### src/rtl/pal_pkg.sv
package pal_pkg;

  // Palette RAM geometry. The RAM is held as little-endian words, one byte lane each side.
  localparam int unsigned WINDOW_BYTES     = 3072;
  localparam int unsigned COLORS_PER_GROUP = 256;
  localparam int unsigned GROUP_WORDS      = WINDOW_BYTES / 2;
  localparam int unsigned MEM_WORDS        = 2 * GROUP_WORDS;
  localparam int unsigned MEM_AW           = $clog2(MEM_WORDS);
  localparam int unsigned GREEN_WORD_OFS   = 'h400 / 2;
  localparam int unsigned BLUE_WORD_OFS    = 'h800 / 2;

  // Upper address bits of the two windows; both bases sit on a 4 KiB boundary.
  localparam logic [7:0] WIN0_PAGE = 8'hC8;
  localparam logic [7:0] WIN1_PAGE = 8'hCC;

  // Bus commands.
  localparam logic [2:0] CMD_MEM_RD    = 3'd0;
  localparam logic [2:0] CMD_MEM_WR    = 3'd1;
  localparam logic [2:0] CMD_PORT_WR_B = 3'd2;
  localparam logic [2:0] CMD_PORT_WR_W = 3'd3;
  localparam logic [2:0] CMD_PORT_RD_W = 3'd4;

  // I/O ports.
  localparam logic [7:0] PORT_BLANK     = 8'h02;
  localparam logic [7:0] PORT_LATCH     = 8'h04;
  localparam logic [7:0] PORT_RASTER    = 8'h06;
  localparam logic [7:0] PORT_ZERO_A    = 8'h40;
  localparam logic [7:0] PORT_ZERO_B    = 8'h42;
  localparam logic [7:0] PORT_SCROLL_Y0 = 8'h80;
  localparam logic [7:0] PORT_SCROLL_X0 = 8'h82;
  localparam logic [7:0] PORT_SCROLL_Y1 = 8'h84;
  localparam logic [7:0] PORT_SCROLL_X1 = 8'h86;

  localparam logic [15:0] DIP_RESET   = 16'hFDFB;
  localparam logic [15:0] RASTER_BIAS = 16'd128;
  localparam logic [15:0] OPEN_BUS    = 16'h00FF;
  localparam logic [15:0] ALL_ONES    = 16'hFFFF;
  localparam int unsigned BLANK_BIT   = 3;

  typedef enum logic [3:0] {
    OP_NONE,
    OP_RD_OPEN,
    OP_MEM_RD,
    OP_PAL_WR,
    OP_SET_BLANK,
    OP_LATCH,
    OP_SET_RASTER,
    OP_SET_SCROLL,
    OP_RD_DIP,
    OP_RD_ZERO,
    OP_RD_ONES
  } op_kind_e;

  typedef struct packed {
    op_kind_e          kind;
    logic [MEM_AW-1:0] word_addr;
    logic              lane;
    logic              group;
    logic [7:0]        color;
    logic [1:0]        scroll_sel;
    logic [15:0]       data;
  } op_t;

endpackage

### src/rtl/pal_queue.sv
module pal_queue #(
  parameter int unsigned DEPTH = 2
) (
  input  logic         clk_i,
  input  logic         rst_ni,
  input  logic         push_i,
  input  pal_pkg::op_t push_op_i,
  output logic         full_o,
  input  logic         pop_i,
  output logic         empty_o,
  output pal_pkg::op_t head_o
);

  localparam int unsigned PW = (DEPTH > 1) ? $clog2(DEPTH) : 1;
  localparam int unsigned CW = $clog2(DEPTH + 1);

  pal_pkg::op_t slot_q [DEPTH];
  logic [PW-1:0] wr_ptr_q;
  logic [PW-1:0] rd_ptr_q;
  logic [CW-1:0] count_q;

  assign full_o  = (count_q == CW'(DEPTH));
  assign empty_o = (count_q == '0);
  assign head_o  = slot_q[rd_ptr_q];

  always_ff @(posedge clk_i) begin
    if (push_i) begin
      slot_q[wr_ptr_q] <= push_op_i;
    end
  end

  always_ff @(posedge clk_i or negedge rst_ni) begin
    if (!rst_ni) begin
      wr_ptr_q <= '0;
      rd_ptr_q <= '0;
      count_q  <= '0;
    end else begin
      if (push_i) begin
        wr_ptr_q <= (wr_ptr_q == PW'(DEPTH - 1)) ? '0 : wr_ptr_q + 1'b1;
      end
      if (pop_i) begin
        rd_ptr_q <= (rd_ptr_q == PW'(DEPTH - 1)) ? '0 : rd_ptr_q + 1'b1;
      end
      if (push_i && !pop_i) begin
        count_q <= count_q + 1'b1;
      end else if (pop_i && !push_i) begin
        count_q <= count_q - 1'b1;
      end
    end
  end

endmodule

### config.mk
export PLATFORM = sky130hd
export DESIGN_NAME = pal_queue
export DESIGN_NICKNAME = d
export VERILOG_FILES = /design/src/rtl/pal_pkg.sv /design/src/rtl/pal_queue.sv
export SDC_FILE = /design/constraint.sdc
export NUM_CORES = 1
export LEC_CHECK = 0
export BUFFER_PORTS_ARGS = -buffer_cell sky130_fd_sc_hd__buf_2
export CAP_MARGIN = 20
export CORE_MARGIN = 2
export CORE_UTILIZATION = 52
export DETAILED_ROUTE_END_ITERATION = 10
export PLACE_DENSITY = 0.79
export REMOVE_ABC_BUFFERS = 1
export SYNTH_ARGS = -nofsm -noshare
export SYNTH_HDL_FRONTEND = slang
export SYNTH_SLANG_ARGS = --single-unit
### constraint.sdc
create_clock -name clk_i -period 3.47 [get_ports clk_i]
set_clock_uncertainty 0.15 [all_clocks]
set_input_delay 0.1735 -clock clk_i [delete_from_list [all_inputs] [get_ports clk_i]]
set_output_delay 0.1735 -clock clk_i [all_outputs]
set_load 0.02 [all_outputs]
* Yosys cells after proc, flatten, opt, wreduce, memory -nomap -nowiden *
Memories as Yosys holds them, arrays and structs flattened.
Cells that the tools add are included.

cells by class
  add/subtract/negate cells = 4
  eq/ne operators = 1
  mux-type cells = 6
  reduce and logical (&&, ||, !) cells = 6

operator list
  operator             number
  $mux 1               4
  $mux 2               2
  $add 1x1->1 const B  2
  $add 2x1->2 const B  1
  $eq 2x2->1 const B   1
  $logic_and 1x1->1    2
  $logic_not 1->1      2
  $logic_not 2->1      1
  $reduce_bool 2->1    1
  $sub 2x1->2 const B  1

storage, ports and cells
  bits in registers = 4
  memory bits (writable) = 88
  bits of input ports = 48
  output and inout bits = 46
  logic and storage cells = 21
  memories kept = 1

memory list
  memory  depth  width  rd ports  clocked after memory_dff  write ports  line             source
  slot_q  2      44     1         0                         1            pal_queue.sv:17  pal_pkg::op_t slot_q [DEPTH];

* Depth between registers and ports, before layout *
  depth after elaboration = 4
  depth in mapped cells = 5
  mapped depth without buffers = 5

* Least setup slack after synthesis *
OpenSTA, ideal clock, no wires.

  kind = register to register
  from = register wr_ptr_q
  to = memory slot_q[0][0] in the netlist's numbering, enable pin
  setup time = 0.451 ns
  arrival = 2.369 ns
  data required time = 2.869 ns
  setup slack = 0.500 ns
  stages on the path, launching flop included = 2
  path buffers = 0
  clock period less this slack = 2.970 ns
  cells stage by stage = dfrtp_1 > nor2b_1

RTL lines
  item                    line             source
  start, declared         pal_queue.sv:18  logic [PW-1:0] wr_ptr_q;
  start signal, assigned  pal_queue.sv:39  wr_ptr_q <= (wr_ptr_q == PW'(DEPTH - 1)) ? '0 : wr_ptr_q + 1'b1;
  end, declared           pal_queue.sv:17

No word-level cell before the write port.

==> impl_metrics.ini <==
[worst_setup_path]
crit_path_cell_trace = buf_12 -> mux2_2 -> buf_2
r2r_end = slot_q[0][0]$_DFFE_PP_
cp.required_ns = 3.15
critPathLaunchType = register
ff2ff_setup_slack_ns = 1.49
rr_worst_depth = 2
path_class = register to primary output
startpoint = rd_ptr_q$_DFFE_PN0P_
critPathTopFamily = flip-flops
cp_slowest_cell = dfrtp_2
r2r_start = wr_ptr_q$_DFFE_PN0P_
cp_data_arrival_time_ns = 2.03
path_max_fanout = 24
end_kind = primary output
crit_buf_inv = 2
crit_path_max_incr_delay_ns = 0.87

[die]
start_util_pct = 53.0
num_io_pins = 94
fp-row-count = 30
die_h_um = 86.8
coreArea_sq_um = 6720
die_area_sq_um = 7530
die_w_um = 86.8

[grt]
grt_antenna_before_repair = 0
grt_pass1_wl_mm = 9.65
grt_util_all_layers_pct = 17.5
grt_max_degree = 45
grt_pass1_vias = 2076
grt_overflow = 0

[timing]
period_minus_slack_ns = 2.35
timing.final.ws_setup_ns = 1.12
slew_violations = 0
hold_ws_ns = 0.346
fin_setup_tns_ns = 0
finalCritPeriodShare_pct = 67.7
setup_viol = 0
hold_viol = 0
fmax_mhz = 426
slew_headroom_pct = 36.2
rsz0062_at_grt = false
worst_pin_slew_ns = 0.955

[synth]
syn-cell-area_sq_um = 3560
yosysWarnings = 0
ys_seq_area_share_pct = 77.0
ys_types = 13
syn_inst = 153
synth_seq_cells = 92
synth_area_per_cell_sq_um = 23.3

[route]
ant_nets = 0
vias_per_cell = 4.92
firstDrtPassIters = 4
drtIter0Drc = 85
wl_per_cell_um = 16.3
drc_errors = 0
via_count = 1905
drt-total-wl_mm = 6.31

[cells_and_area]
utilization_pct = 71.6
final_common_cell = buf_2
layout-drive-gt1-share_pct = 51.1
area_growth_pct = 35.0
nNetsFinal = 353
final_cell_mix = buf_2, edfxtp_1, dlygate4sd3_1
diodes = 0

[place]
place_congestion = 0.681
io_buffer_count = 93
place_hpwl_mm = 3.71
place_ws_ns = 1.47

[pwr]
seqPwrFrac_pct = 43.7
power_leakage_nw = 1.97
total_power_mw = 3.71
p_sw_mw = 1.14
intPower_mw = 2.57
switching_share_pct = 30.6
p_per_area_nw_per_um2 = 771
pwr-share-clk_pct = 21.8
combPwrFrac_pct = 34.4
peakVddDrop_mv = 0.563

[min_path]
whs_path_depth = 1
hp-start = count_q[1]$_DFFE_PN0P_
hold_class = register to register
holdPathEnd = count_q[1]$_DFFE_PN0P_

[clock_network]
cts_resized = 0
clock_sinks = 92
cts_setup_buffers = 0
cts_buffers = 9
postCtsHoldBufs = 48
cts.path.max_buffers = 2
clk_latency_ns = 0.34
clkSlewWorstSetupHoldPaths_ns = 0.08
cts_tree = done
cts_max_level = 3
root_buffer = clkbuf_8

[outcome]
status = completed

[flow_run]
drv_cap = 0
==> synth_stat cells (all sizes together) <==
library cell  instances  area (sq um)
edfxtp               88          2640
mux2                 44           642
buf                   5          91.3
dfrtp                 4           100
xor2                  4          35.0
nor2                  2          7.51
nor2b                 2          12.5
and2                  1          6.26
ha                    1          12.5
inv                   1          3.75
xnor2                 1          8.76
==> per-layer routing <==
layer	GRT usage (%)	wire length, um	up-vias	part of all wire [%]
met1	19.9	2610	934	41
met5	0	0	-	0
met3	5.05	348	7	5.5
met2	30.3	3270	64	52
li1	-	-	900	-
met4	8.38	68	0	1.1
==> flip-flops by register name (all words and copies together), names as in the netlist <==
register  flops
count_q       2
rd_ptr_q      1
wr_ptr_q      1
slot_q       88
==> area by class of cell <==
type	instances	area [sq um]
flip-flops and latches	92	2740
fillers	430	1910
repair buffers	145	1000
multi-input cells	55	733
clock buffers	9	124
clock inverters	5	103
well taps	80	100
inverters	1	3.75
==> kinds of logic (layout without fill, tap and decap cells) <==
| group | Yosys count | in the layout | synth area share, % |
|---|---|---|---|
| buf+inv | 6 | 160 | 2.67 |
| fa+ha+maj | 1 | 1 | 0.351 |
| mux | 44 | 44 | 18.0 |
| flops | 92 | 92 | 77.0 |
| xor+xnor | 5 | 5 | 1.23 |
| simple gates | 5 | 5 | 0.738 |
==> per-stage QoR <==
step / instance area [sq um] / cells
4_1_cts: 4790 / 386
5_1_grt: 4810 / 387
6_report: 4810 / 387
2_1_floorplan: 3470 / 148
3_5_place_dp: 4080 / 324
3_3_place_gp: 4080 / 324
==> worst max path at each step <==
| stage | end | slack [ns] | cells after the start |
|---|---|---|---|
| after floorplan | slot_q[0][0]$_DFFE_PP_ | 0.50 | 1 |
| after global placement | head_o[23] | 1.47 | 3 |
| after detailed placement | head_o[23] | 1.47 | 3 |
| after CTS | head_o[23] | 1.09 | 3 |
| after global routing | head_o[23] | 1.04 | 3 |
| final | head_o[23] | 1.12 | 3 |
==> power groups by stage <==
| stage | logic (mW) | clock network (mW) | registers [mW] |
|---|---|---|---|
| 2_1_floorplan | 0.859 | 0 | 1.66 |
| 5_1_grt | 1.36 | 0.865 | 1.64 |
| 3_3_place_gp | 1.22 | 0 | 1.63 |
| 3_5_place_dp | 1.23 | 0 | 1.65 |
| 4_1_cts | 1.28 | 0.826 | 1.63 |
| 6_report | 1.28 | 0.809 | 1.62 |
(Power assumes the default switching activity.)
