File: src/rtl/pal_pkg.sv
package pal_pkg;

  // Palette RAM geometry. The RAM is held as little-endian words, one byte lane each side.
  localparam int unsigned WINDOW_BYTES     = 3072;
  localparam int unsigned COLORS_PER_GROUP = 256;
  localparam int unsigned GROUP_WORDS      = WINDOW_BYTES / 2;
  localparam int unsigned MEM_WORDS        = 2 * GROUP_WORDS;
  localparam int unsigned MEM_AW           = $clog2(MEM_WORDS);
  localparam int unsigned GREEN_WORD_OFS   = 'h400 / 2;
  localparam int unsigned BLUE_WORD_OFS    = 'h800 / 2;

  // Upper address bits of the two windows; both bases sit on a 4 KiB boundary.
  localparam logic [7:0] WIN0_PAGE = 8'hC8;
  localparam logic [7:0] WIN1_PAGE = 8'hCC;

  // Bus commands.
  localparam logic [2:0] CMD_MEM_RD    = 3'd0;
  localparam logic [2:0] CMD_MEM_WR    = 3'd1;
  localparam logic [2:0] CMD_PORT_WR_B = 3'd2;
  localparam logic [2:0] CMD_PORT_WR_W = 3'd3;
  localparam logic [2:0] CMD_PORT_RD_W = 3'd4;

  // I/O ports.
  localparam logic [7:0] PORT_BLANK     = 8'h02;
  localparam logic [7:0] PORT_LATCH     = 8'h04;
  localparam logic [7:0] PORT_RASTER    = 8'h06;
  localparam logic [7:0] PORT_ZERO_A    = 8'h40;
  localparam logic [7:0] PORT_ZERO_B    = 8'h42;
  localparam logic [7:0] PORT_SCROLL_Y0 = 8'h80;
  localparam logic [7:0] PORT_SCROLL_X0 = 8'h82;
  localparam logic [7:0] PORT_SCROLL_Y1 = 8'h84;
  localparam logic [7:0] PORT_SCROLL_X1 = 8'h86;

  localparam logic [15:0] DIP_RESET   = 16'hFDFB;
  localparam logic [15:0] RASTER_BIAS = 16'd128;
  localparam logic [15:0] OPEN_BUS    = 16'h00FF;
  localparam logic [15:0] ALL_ONES    = 16'hFFFF;
  localparam int unsigned BLANK_BIT   = 3;

  typedef enum logic [3:0] {
    OP_NONE,
    OP_RD_OPEN,
    OP_MEM_RD,
    OP_PAL_WR,
    OP_SET_BLANK,
    OP_LATCH,
    OP_SET_RASTER,
    OP_SET_SCROLL,
    OP_RD_DIP,
    OP_RD_ZERO,
    OP_RD_ONES
  } op_kind_e;

  typedef struct packed {
    op_kind_e          kind;
    logic [MEM_AW-1:0] word_addr;
    logic              lane;
    logic              group;
    logic [7:0]        color;
    logic [1:0]        scroll_sel;
    logic [15:0]       data;
  } op_t;

endpackage

File: src/rtl/pal_front.sv
module pal_front (
  input  logic [2:0]      command_i,
  input  logic [19:0]     mem_address_i,
  input  logic [7:0]      port_number_i,
  input  logic [15:0]     write_data_i,
  output pal_pkg::op_t    op_o
);

  logic        in_win0;
  logic        in_win1;
  logic        in_win;
  logic [11:0] offset;

  assign offset  = mem_address_i[11:0];
  assign in_win0 = (mem_address_i[19:12] == pal_pkg::WIN0_PAGE) &&
                   (offset < 12'(pal_pkg::WINDOW_BYTES));
  assign in_win1 = (mem_address_i[19:12] == pal_pkg::WIN1_PAGE) &&
                   (offset < 12'(pal_pkg::WINDOW_BYTES));
  assign in_win  = in_win0 || in_win1;

  always_comb begin
    op_o            = '0;
    op_o.kind       = pal_pkg::OP_NONE;
    op_o.word_addr  = pal_pkg::MEM_AW'(offset[11:1]) +
                      (in_win1 ? pal_pkg::MEM_AW'(pal_pkg::GROUP_WORDS) : '0);
    op_o.lane       = offset[0];
    op_o.group      = in_win1;
    op_o.color      = offset[8:1];
    op_o.scroll_sel = port_number_i[2:1];
    op_o.data       = write_data_i;

    unique case (command_i)
      pal_pkg::CMD_MEM_RD: begin
        op_o.kind = in_win ? pal_pkg::OP_MEM_RD : pal_pkg::OP_RD_OPEN;
      end
      pal_pkg::CMD_MEM_WR: begin
        op_o.kind = in_win ? pal_pkg::OP_PAL_WR : pal_pkg::OP_NONE;
      end
      pal_pkg::CMD_PORT_WR_B: begin
        if (port_number_i == pal_pkg::PORT_BLANK) begin
          op_o.kind = pal_pkg::OP_SET_BLANK;
        end else if (port_number_i == pal_pkg::PORT_LATCH) begin
          op_o.kind = pal_pkg::OP_LATCH;
        end
      end
      pal_pkg::CMD_PORT_WR_W: begin
        case (port_number_i) inside
          pal_pkg::PORT_BLANK:  op_o.kind = pal_pkg::OP_SET_BLANK;
          pal_pkg::PORT_LATCH:  op_o.kind = pal_pkg::OP_LATCH;
          pal_pkg::PORT_RASTER: op_o.kind = pal_pkg::OP_SET_RASTER;
          pal_pkg::PORT_SCROLL_Y0, pal_pkg::PORT_SCROLL_X0,
          pal_pkg::PORT_SCROLL_Y1, pal_pkg::PORT_SCROLL_X1: begin
            op_o.kind = pal_pkg::OP_SET_SCROLL;
          end
          default: op_o.kind = pal_pkg::OP_NONE;
        endcase
      end
      pal_pkg::CMD_PORT_RD_W: begin
        case (port_number_i) inside
          pal_pkg::PORT_LATCH:               op_o.kind = pal_pkg::OP_RD_DIP;
          pal_pkg::PORT_ZERO_A, pal_pkg::PORT_ZERO_B: op_o.kind = pal_pkg::OP_RD_ZERO;
          default:                           op_o.kind = pal_pkg::OP_RD_ONES;
        endcase
      end
      default: op_o.kind = pal_pkg::OP_NONE;
    endcase
  end

endmodule

File: config.mk
export PLATFORM = sky130hd
export DESIGN_NAME = pal_front
export DESIGN_NICKNAME = d
export VERILOG_FILES = /design/src/rtl/pal_pkg.sv /design/src/rtl/pal_front.sv
export SDC_FILE = /design/constraint.sdc
export NUM_CORES = 1
export LEC_CHECK = 0
export ABC_AREA = 1
export BUFFER_PORTS_ARGS = -buffer_cell sky130_fd_sc_hd__buf_4
export CAP_MARGIN = 25
export CORE_MARGIN = 5
export CORE_UTILIZATION = 29
export DETAILED_ROUTE_END_ITERATION = 12
export GPL_TIMING_DRIVEN = 0
export PLACE_DENSITY = 0.81
export RECOVER_POWER = 100
export SLEW_MARGIN = 25
export SYNTH_ARGS = -nofsm -noshare
export SYNTH_HDL_FRONTEND = slang
export SYNTH_SLANG_ARGS = --single-unit
File: constraint.sdc
create_clock -name vclk -period 1.92
set_input_delay 0.384 -clock vclk [all_inputs]
set_output_delay 0.384 -clock vclk [all_outputs]
set_load 0.005 [all_outputs]
## Word-level counts from Yosys, hierarchy flattened

Index checks and enable logic that the tools add are counted.

- Register bits: 0
- Input port bits: 47
- Word-level logic and storage cells: 35

- Add/subtract/negate cells: 1
- Order comparisons: 1
- Equality and inequality tests: 15
- Muxes and demuxes: 12
- Reductions and logical operators: 6

Operator list:

| cell | number |
|---|---|
| $eq 8x8->1 const B | 6 |
| $pmux 4 s5 | 1 |
| $eq 8x3->1 const B | 2 |
| $eq 8x7->1 const B | 2 |
| $mux 3 | 5 |
| $add 11x11->12 | 1 |
| $lt 12x12->1 const B | 1 |
| $mux 11 | 1 |
| $eq 8x2->1 const B | 1 |
| $mux 2 | 4 |
| $eq 3x2->1 const B | 2 |
| $mux 4 | 1 |
| $reduce_or 4->1 | 1 |
| $eq 3x1->1 const B | 1 |
| $eq 3x3->1 const B | 1 |
| $logic_not 3->1 | 1 |
| $logic_and 1x1->1 | 2 |
| $reduce_or 2->1 | 1 |
| $logic_or 1x1->1 | 1 |

## Depth between registers and ports, before layout

Gate-level depths: netlist of the first run.

- Depth after elaboration: 7
- Depth in mapped cells: 10

## Least setup slack after synthesis of the first run

Ideal clock, no wire load.

- Kind: input -> output
- Start point: input mem_address_i[17]
- End point: output op_o[38] (netlist name)
- Arrival time: 1.574 ns
- Path slack: -0.038 ns
- Stages on the path: 9
- Buffers on the path: 0
- Cells stage by stage: nor2_1 nand2_1 nor2_2 nand3_1 inv_1 ha_1 inv_1 fa_1 inv_1

RTL lines:

| item | RTL line | source |
|---|---|---|
| start: declaration | pal_front.sv:3 | `input logic [19:0] mem_address_i,` |
| end: declaration | pal_front.sv:6 | `output pal_pkg::op_t op_o` |

==> summary by stage, run 1 <==
Status
The run finished, with violations left. The checks that failed: negative setup slack.

Die
For this design the top-level I/O count stands at 91. The full die area is 3230 sq um. The total area inside the core boundary comes to 2150 sq um.

The starting density of the core is 0.296. The floorplan step set the die height to 56.9 um. The floorplan has 17 rows. The horizontal extent of the die is 56.9 um.

Power
The highest ir drop seen on vdd is 0.0962 mV. The power per cell area is 174 nW/um^2. The completed layout was analyzed and its total power is 0.227 mW. The leakage dissipation is 0.735 nW.

Logic synthesis
The area share of the leading cell type in the synthesized netlist is 0.436. The share of synthesized area occupied by flip-flops and latches is 0. In the synthesized netlist, the cells that appear most often are sky130_fd_sc_hd__buf_4 (37), sky130_fd_sc_hd__inv_1 (14), sky130_fd_sc_hd__nand2_1 (12), sky130_fd_sc_hd__nand3_1 (12). The most area-hungry cell type in the Yosys netlist is sky130_fd_sc_hd__buf_4. By instance count, the leading cell after synthesis is sky130_fd_sc_hd__buf_4.

In the post-synthesis netlist, the biggest area contributors are sky130_fd_sc_hd__buf_4 (44%), sky130_fd_sc_hd__nand3_1 (9.4%), sky130_fd_sc_hd__inv_1 (8.3%), sky130_fd_sc_hd__nand2_1 (7.1%), sky130_fd_sc_hd__nor2_2 (3.9%). The synthesis warning total is 0. The total nets after synthesis is 156. The number of different library cells used by synthesis comes to 18.

The number of instances in the synthesized netlist is 107. Summing every instance area after synthesis gives 637 sq um. The mean post-synth cell area is 5.95 sq um.

Routing
The detail route stage leaves a number of antenna-violating nets equal to 0. In this run, the number of DRC markers left after iteration 0 of detailed routing was 14. After detailed routing, the number of vias per cell comes to 4.02.

For this run, design rule violations remaining after detail routing come to 0. The pre-antenna-repair detailed-routing pass consisted of 4 iterations. The detail-routed net length per standard cell is 10.0 um.

The via count is 849. Wires add up to 2110 um.

Placement
Buffers placed on the I/O ports in this run total 65. The final RePlAce weighted congestion is 0.738. The post-placement cell area is 1160 sq um.

The wire-length estimate of the detail-placed layout is 1820 um. Timing analysis after detailed placement gives a worst setup slack of -0.348 ns.

Setup path
The critical path goes through buf_8 > nand2_4 > nand3_4 > nor2_4 > nand3_2 > inv_2 > ha_4 > inv_2 > fa_1 > inv_1 > buf_6. On the worst path, the slowest cell contributes a delay of 0.47 ns. STA classifies the critical path endpoint as a primary output. The start-to-end type of the worst setup path is in -> out. The nature of the critical path startpoint is a primary input. The most numerous cell on the critical path is sky130_fd_sc_hd__inv_2. The data arrival time of the critical path is 1.71 ns. The largest fanout on the critical path is 2. The required time at the endpoint of the critical path is 1.54 ns. The worst-path cell with the longest stage delay is sky130_fd_sc_hd__fa_1.

Cells and area
The post-route cell area is 1310 sq um. The layout clock buffer count is 0. The area taken by multi-input logic gates is 335 sq um. The final sequential cell count is 0. Of the cells placed in the final design, the portion with a size suffix greater than 1 is 0.732. The number of fill cells is 204. The net count of the finished layout is 234. Registers take 0 sq um.

The area overhead of the layout relative to synthesis is 105%. 0 antenna diodes ended up in the layout.

STA
The number of pins exceeding their max-slew limit in the final report was 0. The final critical-path share of the clock period is 1.09. The final setup slack of the worst path is -0.171 ns. Setup repair after global routing could not meet its margin everywhere.

The worst pin sits at a relative slew slack of 0.771. Setup violations remaining at the end of the flow were counted as 3. In the final timing run, aggregate negative setup slack is -0.378 ns.

The actual slew at the worst max-slew pin is 0.341 ns. The final-report hold violation count is 0. The maximum clock rate is 0.478 GHz. After layout, the minimum clock period comes to 2.09 ns.

GRT
The global router's overall resource usage is 0.119. The total overflow reported by the global router is 0. Entering global routing, the biggest net connects 6 pins. The initial antenna violation count is 0. The via count of the first global-routing pass is 829. The global-route wire length before repair is 3310 um.

Clock tree
The hold buffer count at cts is 0.

Job
The count of maximum capacitance violations is 0.

Hold path
In this run the worst hold path is classified as in -> out.
cell families after synthesis:
| logic type | Yosys count | share of synthesized area |
|---|---|---|
| adders and majority gates | 2 | 0.0511 |
| and+or+nand+nor | 43 | 0.348 |
| AOI/OAI and AO/OA | 5 | 0.0472 |
| buffers and inverters | 57 | 0.554 |
final timing paths:
| check | start | end | slack (ns) | cells after the start |
|---|---|---|---|---|
| max | mem_address_i[11] | op_o[38] | -0.17 | 11 |
| min | mem_address_i[8] | op_o[25] | 0.94 | 2 |
layout make-up:
| type | instances | area share |
|---|---|---|
| buffer | 37 | 0.213 |
| inverter | 20 | 0.0613 |
| multi-input combinational | 50 | 0.257 |
| tap | 28 | 0.0268 |
| timing repair buffer | 76 | 0.443 |
power breakdown:
| group | switching [mW] | leakage [nW] | internal [mW] |
|---|---|---|---|
| clock network | 0 | 0 | 0 |
| logic | 0.0783 | 0.735 | 0.149 |
| registers | 0 | 0 | 0 |
| total | 0.0783 | 0.735 | 0.149 |
routing by layer:
metal,vias to the layer above,share of wire,track usage
met4,0,0,0
met1,347,0.32,0.121
met5,-,0,0
met3,0,0.14,0.0345
li1,445,-,-
met2,57,0.54,0.246
through the flow:
step                      cells  hold WS (ns)  utilization
after floorplan             107         0.800            -
after global placement      200         0.935        0.542
after detailed placement    200         0.935        0.542
after CTS                   209         0.935        0.592
after global routing        211         0.960        0.608
final                       211         0.943        0.608
worst max-delay path: cells and delay by family:
family,cells,cell delay (ns)
adder cells (fa/ha/maj),2,0.60
buffers and inverters,5,0.37
AND/OR/NAND/NOR,4,0.35
cells in the final DEF (no fill, tap or decap):
| master | synthesis | final |
|---|---|---|
| sky130_fd_sc_hd__nand3_2 | 0 | 1 |
| sky130_fd_sc_hd__nor3_1 | 2 | 3 |
| sky130_fd_sc_hd__ha_4 | 0 | 1 |
| sky130_fd_sc_hd__nand2_4 | 0 | 1 |
| sky130_fd_sc_hd__nand2_1 | 12 | 10 |
| sky130_fd_sc_hd__clkbuf_4 | 0 | 31 |
| sky130_fd_sc_hd__nand2_2 | 3 | 4 |
| sky130_fd_sc_hd__nor2_2 | 4 | 3 |
| sky130_fd_sc_hd__nand3_4 | 0 | 1 |
| sky130_fd_sc_hd__o211ai_1 | 1 | 1 |
| sky130_fd_sc_hd__o21a_1 | 1 | 1 |
| sky130_fd_sc_hd__buf_8 | 0 | 2 |
| sky130_fd_sc_hd__buf_6 | 0 | 3 |
| sky130_fd_sc_hd__inv_4 | 0 | 2 |
| sky130_fd_sc_hd__inv_1 | 14 | 10 |
| sky130_fd_sc_hd__buf_4 | 37 | 72 |
| sky130_fd_sc_hd__nand4_2 | 1 | 1 |
| sky130_fd_sc_hd__fa_1 | 1 | 1 |
| sky130_fd_sc_hd__nand3_1 | 12 | 10 |
| sky130_fd_sc_hd__nor2_4 | 1 | 3 |
| sky130_fd_sc_hd__nor2_1 | 6 | 5 |
| sky130_fd_sc_hd__clkbuf_1 | 0 | 5 |
| sky130_fd_sc_hd__nand4_1 | 1 | 1 |
| sky130_fd_sc_hd__o21ai_1 | 3 | 2 |
| sky130_fd_sc_hd__inv_2 | 6 | 8 |
| sky130_fd_sc_hd__o21ai_2 | 0 | 1 |
what timing repair did:
action                                  4_1_cts  5_1_grt
buffers inserted                              9        2
endpoints found under the setup margin        2        3
hold endpoints to repair                      0        0
pin swaps                                     6        6
gates resized for setup                      11       13
(Power assumes the default switching activity.)
==> inputs of run 2 (changes only) <==
Settings changed: ABC_AREA 1 to 0, CORE_UTILIZATION 29 to 25, PLACE_DENSITY 0.81 to 0.79.
==> summary by stage, run 2 <==
Cells and area
The fraction of final layout cells with drive strength greater than 1 was 0.822 (was 0.732). The net count of the finished layout came to 186 (was 234). The footprint of the flip-flops and latches is 0 sq um (unchanged).

The count of inserted antenna diode cells is 0 (unchanged). The commonest non-fill, non-tap cell in the layout is sky130_fd_sc_hd__buf_4 (unchanged). The final sequential cell count is 0 (unchanged).

The layout clock buffer count is 0 (unchanged). Most frequent cells in the layout: sky130_fd_sc_hd__buf_4 (60), sky130_fd_sc_hd__clkbuf_4 (34), sky130_fd_sc_hd__buf_6 (6) (was sky130_fd_sc_hd__buf_4 (72), sky130_fd_sc_hd__clkbuf_4 (31), sky130_fd_sc_hd__nand2_1 (10), sky130_fd_sc_hd__inv_1 (10), sky130_fd_sc_hd__nand3_1 (10)). The area overhead of the layout relative to synthesis is 114% (was 105%).

Routing
The iteration-0 DRC count of the detailed router was 11 (was 14). The sum of routed wire length over all layers is 1700 um (was 2110 um). The detailed-route DRC error count is 0 (unchanged). The number of iterations in the first detailed-routing pass came to 4 (unchanged). The detail-routed net length per standard cell is 10.5 um (was 10.0 um). The detail-routed via count per cell is 3.90 (was 4.02). The residual antenna-violating net count after detailed routing is 0 (unchanged). The via count came to 632 (was 849).

Setup path
The nature of the critical path startpoint is a primary input (unchanged). The most numerous cell on the critical path is sky130_fd_sc_hd__buf_6 (was sky130_fd_sc_hd__inv_2). The start-to-end type of the worst setup path is in -> out (unchanged). The termination of the worst setup path is op_o[38] (unchanged). Ordered list of cells on the worst path: buf_6 > or4b_4 > a2111oi_4 > and2_4 > ha_4 > inv_2 > fa_1 > inv_1 > buf_6 (was buf_8 > nand2_4 > nand3_4 > nor2_4 > nand3_2 > inv_2 > ha_4 > inv_2 > fa_1 > inv_1 > buf_6). The data arrival time of the critical path was 2.20 ns (was 1.71 ns). The largest fanout on the critical path is 3 (was 2). The worst-path cell with the longest stage delay is sky130_fd_sc_hd__or4b_4 (was sky130_fd_sc_hd__fa_1). The launch point of the worst path was mem_address_i[12] (was mem_address_i[11]). The required time at the endpoint of the critical path is 1.54 ns (about the same). The maximum single-stage delay on the critical path is 0.53 ns (was 0.47 ns). The critical path capture point type is a primary output (unchanged).

Logic synthesis
The fraction of the mapped netlist area in simple logic gates was 0.188 (was 0.348). The share of synthesized area occupied by flip-flops and latches is 0 (unchanged). The most area-hungry cell type in the Yosys netlist was sky130_fd_sc_hd__buf_4 (unchanged). The count of unique library cells instantiated by Yosys came to 22 (was 18). The synthesis warning total came to 0 (unchanged). The combinational family with the most area after synthesis is buffers and inverters (unchanged). The mean post-synth cell area is 7.54 sq um (was 5.95 sq um). The area share of the leading cell type in the synthesized netlist came to 0.541 (was 0.436). The xor/xnor cell area share of the yosys netlist is 0.0171 (was 0). The netlist area before placement was 513 sq um (was 637 sq um). The total nets after synthesis is 117 (was 156). The multiplexer area fraction after synthesis came to 0.0220 (was 0).

Cell types with the largest area share after synthesis: sky130_fd_sc_hd__buf_4 (54%), sky130_fd_sc_hd__a2111oi_4 (5.4%), sky130_fd_sc_hd__fa_1 (3.9%), sky130_fd_sc_hd__inv_1 (3.7%), sky130_fd_sc_hd__nor3b_1 (2.9%) (was sky130_fd_sc_hd__buf_4 (44%), sky130_fd_sc_hd__nand3_1 (9.4%), sky130_fd_sc_hd__inv_1 (8.3%), sky130_fd_sc_hd__nand2_1 (7.1%), sky130_fd_sc_hd__nor2_2 (3.9%)). The complex-gate fraction of the synthesized area is 0.132 (was 0.0472). The synthesized-area fraction occupied by adder cells is 0.0634 (was 0.0511). Most used standard cells in the synthesized netlist: sky130_fd_sc_hd__buf_4 (37), sky130_fd_sc_hd__inv_1 (5), sky130_fd_sc_hd__nand2_1 (3), sky130_fd_sc_hd__nor2_1 (3) (was sky130_fd_sc_hd__buf_4 (37), sky130_fd_sc_hd__inv_1 (14), sky130_fd_sc_hd__nand2_1 (12), sky130_fd_sc_hd__nand3_1 (12)). The number of instances in the synthesized netlist is 68 (was 107).

The most frequent cell after synthesis is sky130_fd_sc_hd__buf_4 (unchanged).

Power
The power per cell area is 173 nW/um^2 (was 174 nW/um^2). The leakage dissipation was 0.578 nW (was 0.735 nW). The total power of the final layout came to 0.190 mW (was 0.227 mW). The highest ir drop seen on vdd is 0.0928 mV (was 0.0962 mV).

Clock tree
The hold buffer count at cts came to 0 (unchanged).

GRT
The global-route wire length before repair is 2520 um (was 3310 um). The global router's overall resource usage is 0.0931 (was 0.119). The via count of the first global-routing pass is 596 (was 829). The initial antenna violation count is 0 (unchanged). The total overflow reported by the global router is 0 (unchanged).

The pin count of the biggest net entering global routing came to 7 (was 6).

STA
The worst hold slack was 0.948 ns (was 0.943 ns). The relative slew slack came to 0.785 (was 0.771). RSZ-0062 raised after global routing: true (unchanged). The final setup violation count is 6 (was 3).

The final setup slack of the worst path is -0.665 ns (was -0.171 ns). The maximum clock rate is 0.387 GHz (was 0.478 GHz). The final critical-path share of the clock period is 1.35 (was 1.09). The number of pins exceeding their max-slew limit in the final report was 0 (unchanged).

The final period demand of the worst path is 2.58 ns (was 2.09 ns). The final-report hold violation count came to 0 (unchanged). The final total negative setup slack is -1.95 ns (was -0.378 ns).

The actual slew at the worst max-slew pin was 0.322 ns (was 0.341 ns).

Status
Failing checks: negative setup slack (unchanged). Run status: finished with violations (unchanged).

Placement
The total of buffers placed on input and output ports came to 65 (unchanged). The final RePlAce weighted congestion came to 0.625 (was 0.738). The placed wire-length estimate after detailed placement is 1590 um (was 1820 um).

Die
The number of I/O pins came to 91 (unchanged). The number of placement rows is 16 (was 17). The area of the core region is 1960 sq um (was 2150 sq um). The vertical die dimension is 55.3 um (was 56.9 um). The horizontal extent of the die is 55.3 um (was 56.9 um).

The full die area is 3060 sq um (was 3230 sq um). The starting density of the core came to 0.261 (was 0.296).

Hold path
The worst hold path class was in -> out (unchanged).

Job
The count of maximum capacitance violations is 0 (unchanged).
==> run 2: what timing repair did <==
action,in CTS,in global routing
buffers inserted,2,0
gates resized for setup,11,1
endpoints found under the setup margin,7,7
endpoints found under the hold margin,0,0
pin swaps,0,1
cloned,0,0
==> run 2: worst min-delay path by stage <==
| stage | startpoint | endpoint | depth (start not counted) |
|---|---|---|---|
| 6_report | mem_address_i[2] | op_o[29] | 2 |
| 5_1_grt | mem_address_i[4] | op_o[21] | 2 |
| 4_1_cts | mem_address_i[5] | op_o[32] | 2 |
| 3_5_place_dp | mem_address_i[5] | op_o[32] | 2 |
| 3_3_place_gp | mem_address_i[7] | op_o[34] | 2 |
| 2_1_floorplan | command_i[0] | op_o[43] | 1 |
==> run 2: layer usage <==
layer	wire length, um	global-route usage	vias up
met4	0	0	0
met1	549	0.107	269
li1	-	-	322
met5	0	0	-
met3	168	0.0163	0
met2	985	0.186	41
==> run 2: cells by family (layout without fill, tap and decap cells) <==
family	after synthesis	after routing
adder cells (fa/ha/maj)	2	2
XOR/XNOR	1	1
buffers and inverters	42	109
multiplexers	1	1
AO/OA/AOI/OAI	7	7
AND/OR/NAND/NOR	15	15
==> run 2: area by class of cell <==
class	count	area, sq um
Multi-Input combinational cell	26	258
Timing Repair Buffer	67	507
Inverter	5	18.8
Buffer	37	282
Tap cell	27	33.8
Fill cell	204	863
==> run 2: stage by stage <==
stage / setup WS, ns / util / instance area [sq um] / instances
global placement: -0.797 / 0.534 / 1050 / 160
floorplan: -0.503 / - / 527 / 68
global route: -0.776 / 0.560 / 1100 / 162
CTS: -0.685 / 0.564 / 1110 / 162
finish: -0.665 / 0.560 / 1100 / 162
detailed placement: -0.793 / 0.534 / 1050 / 160
==> run 2: critical path: cells and delay by family <==
family | cells | cell delay (ns)
and+or+nand+nor | 2 | 0.75
adders and majority gates | 2 | 0.59
buffers and inverters | 4 | 0.26
AOI/OAI and AO/OA | 1 | 0.22
==> run 2: where the power goes <==
part / total (mW) / switching [mW] / internal, mW
clock network: 0 / 0 / 0
logic: 0.190 / 0.0561 / 0.133
registers: 0 / 0 / 0
total: 0.190 / 0.0561 / 0.133
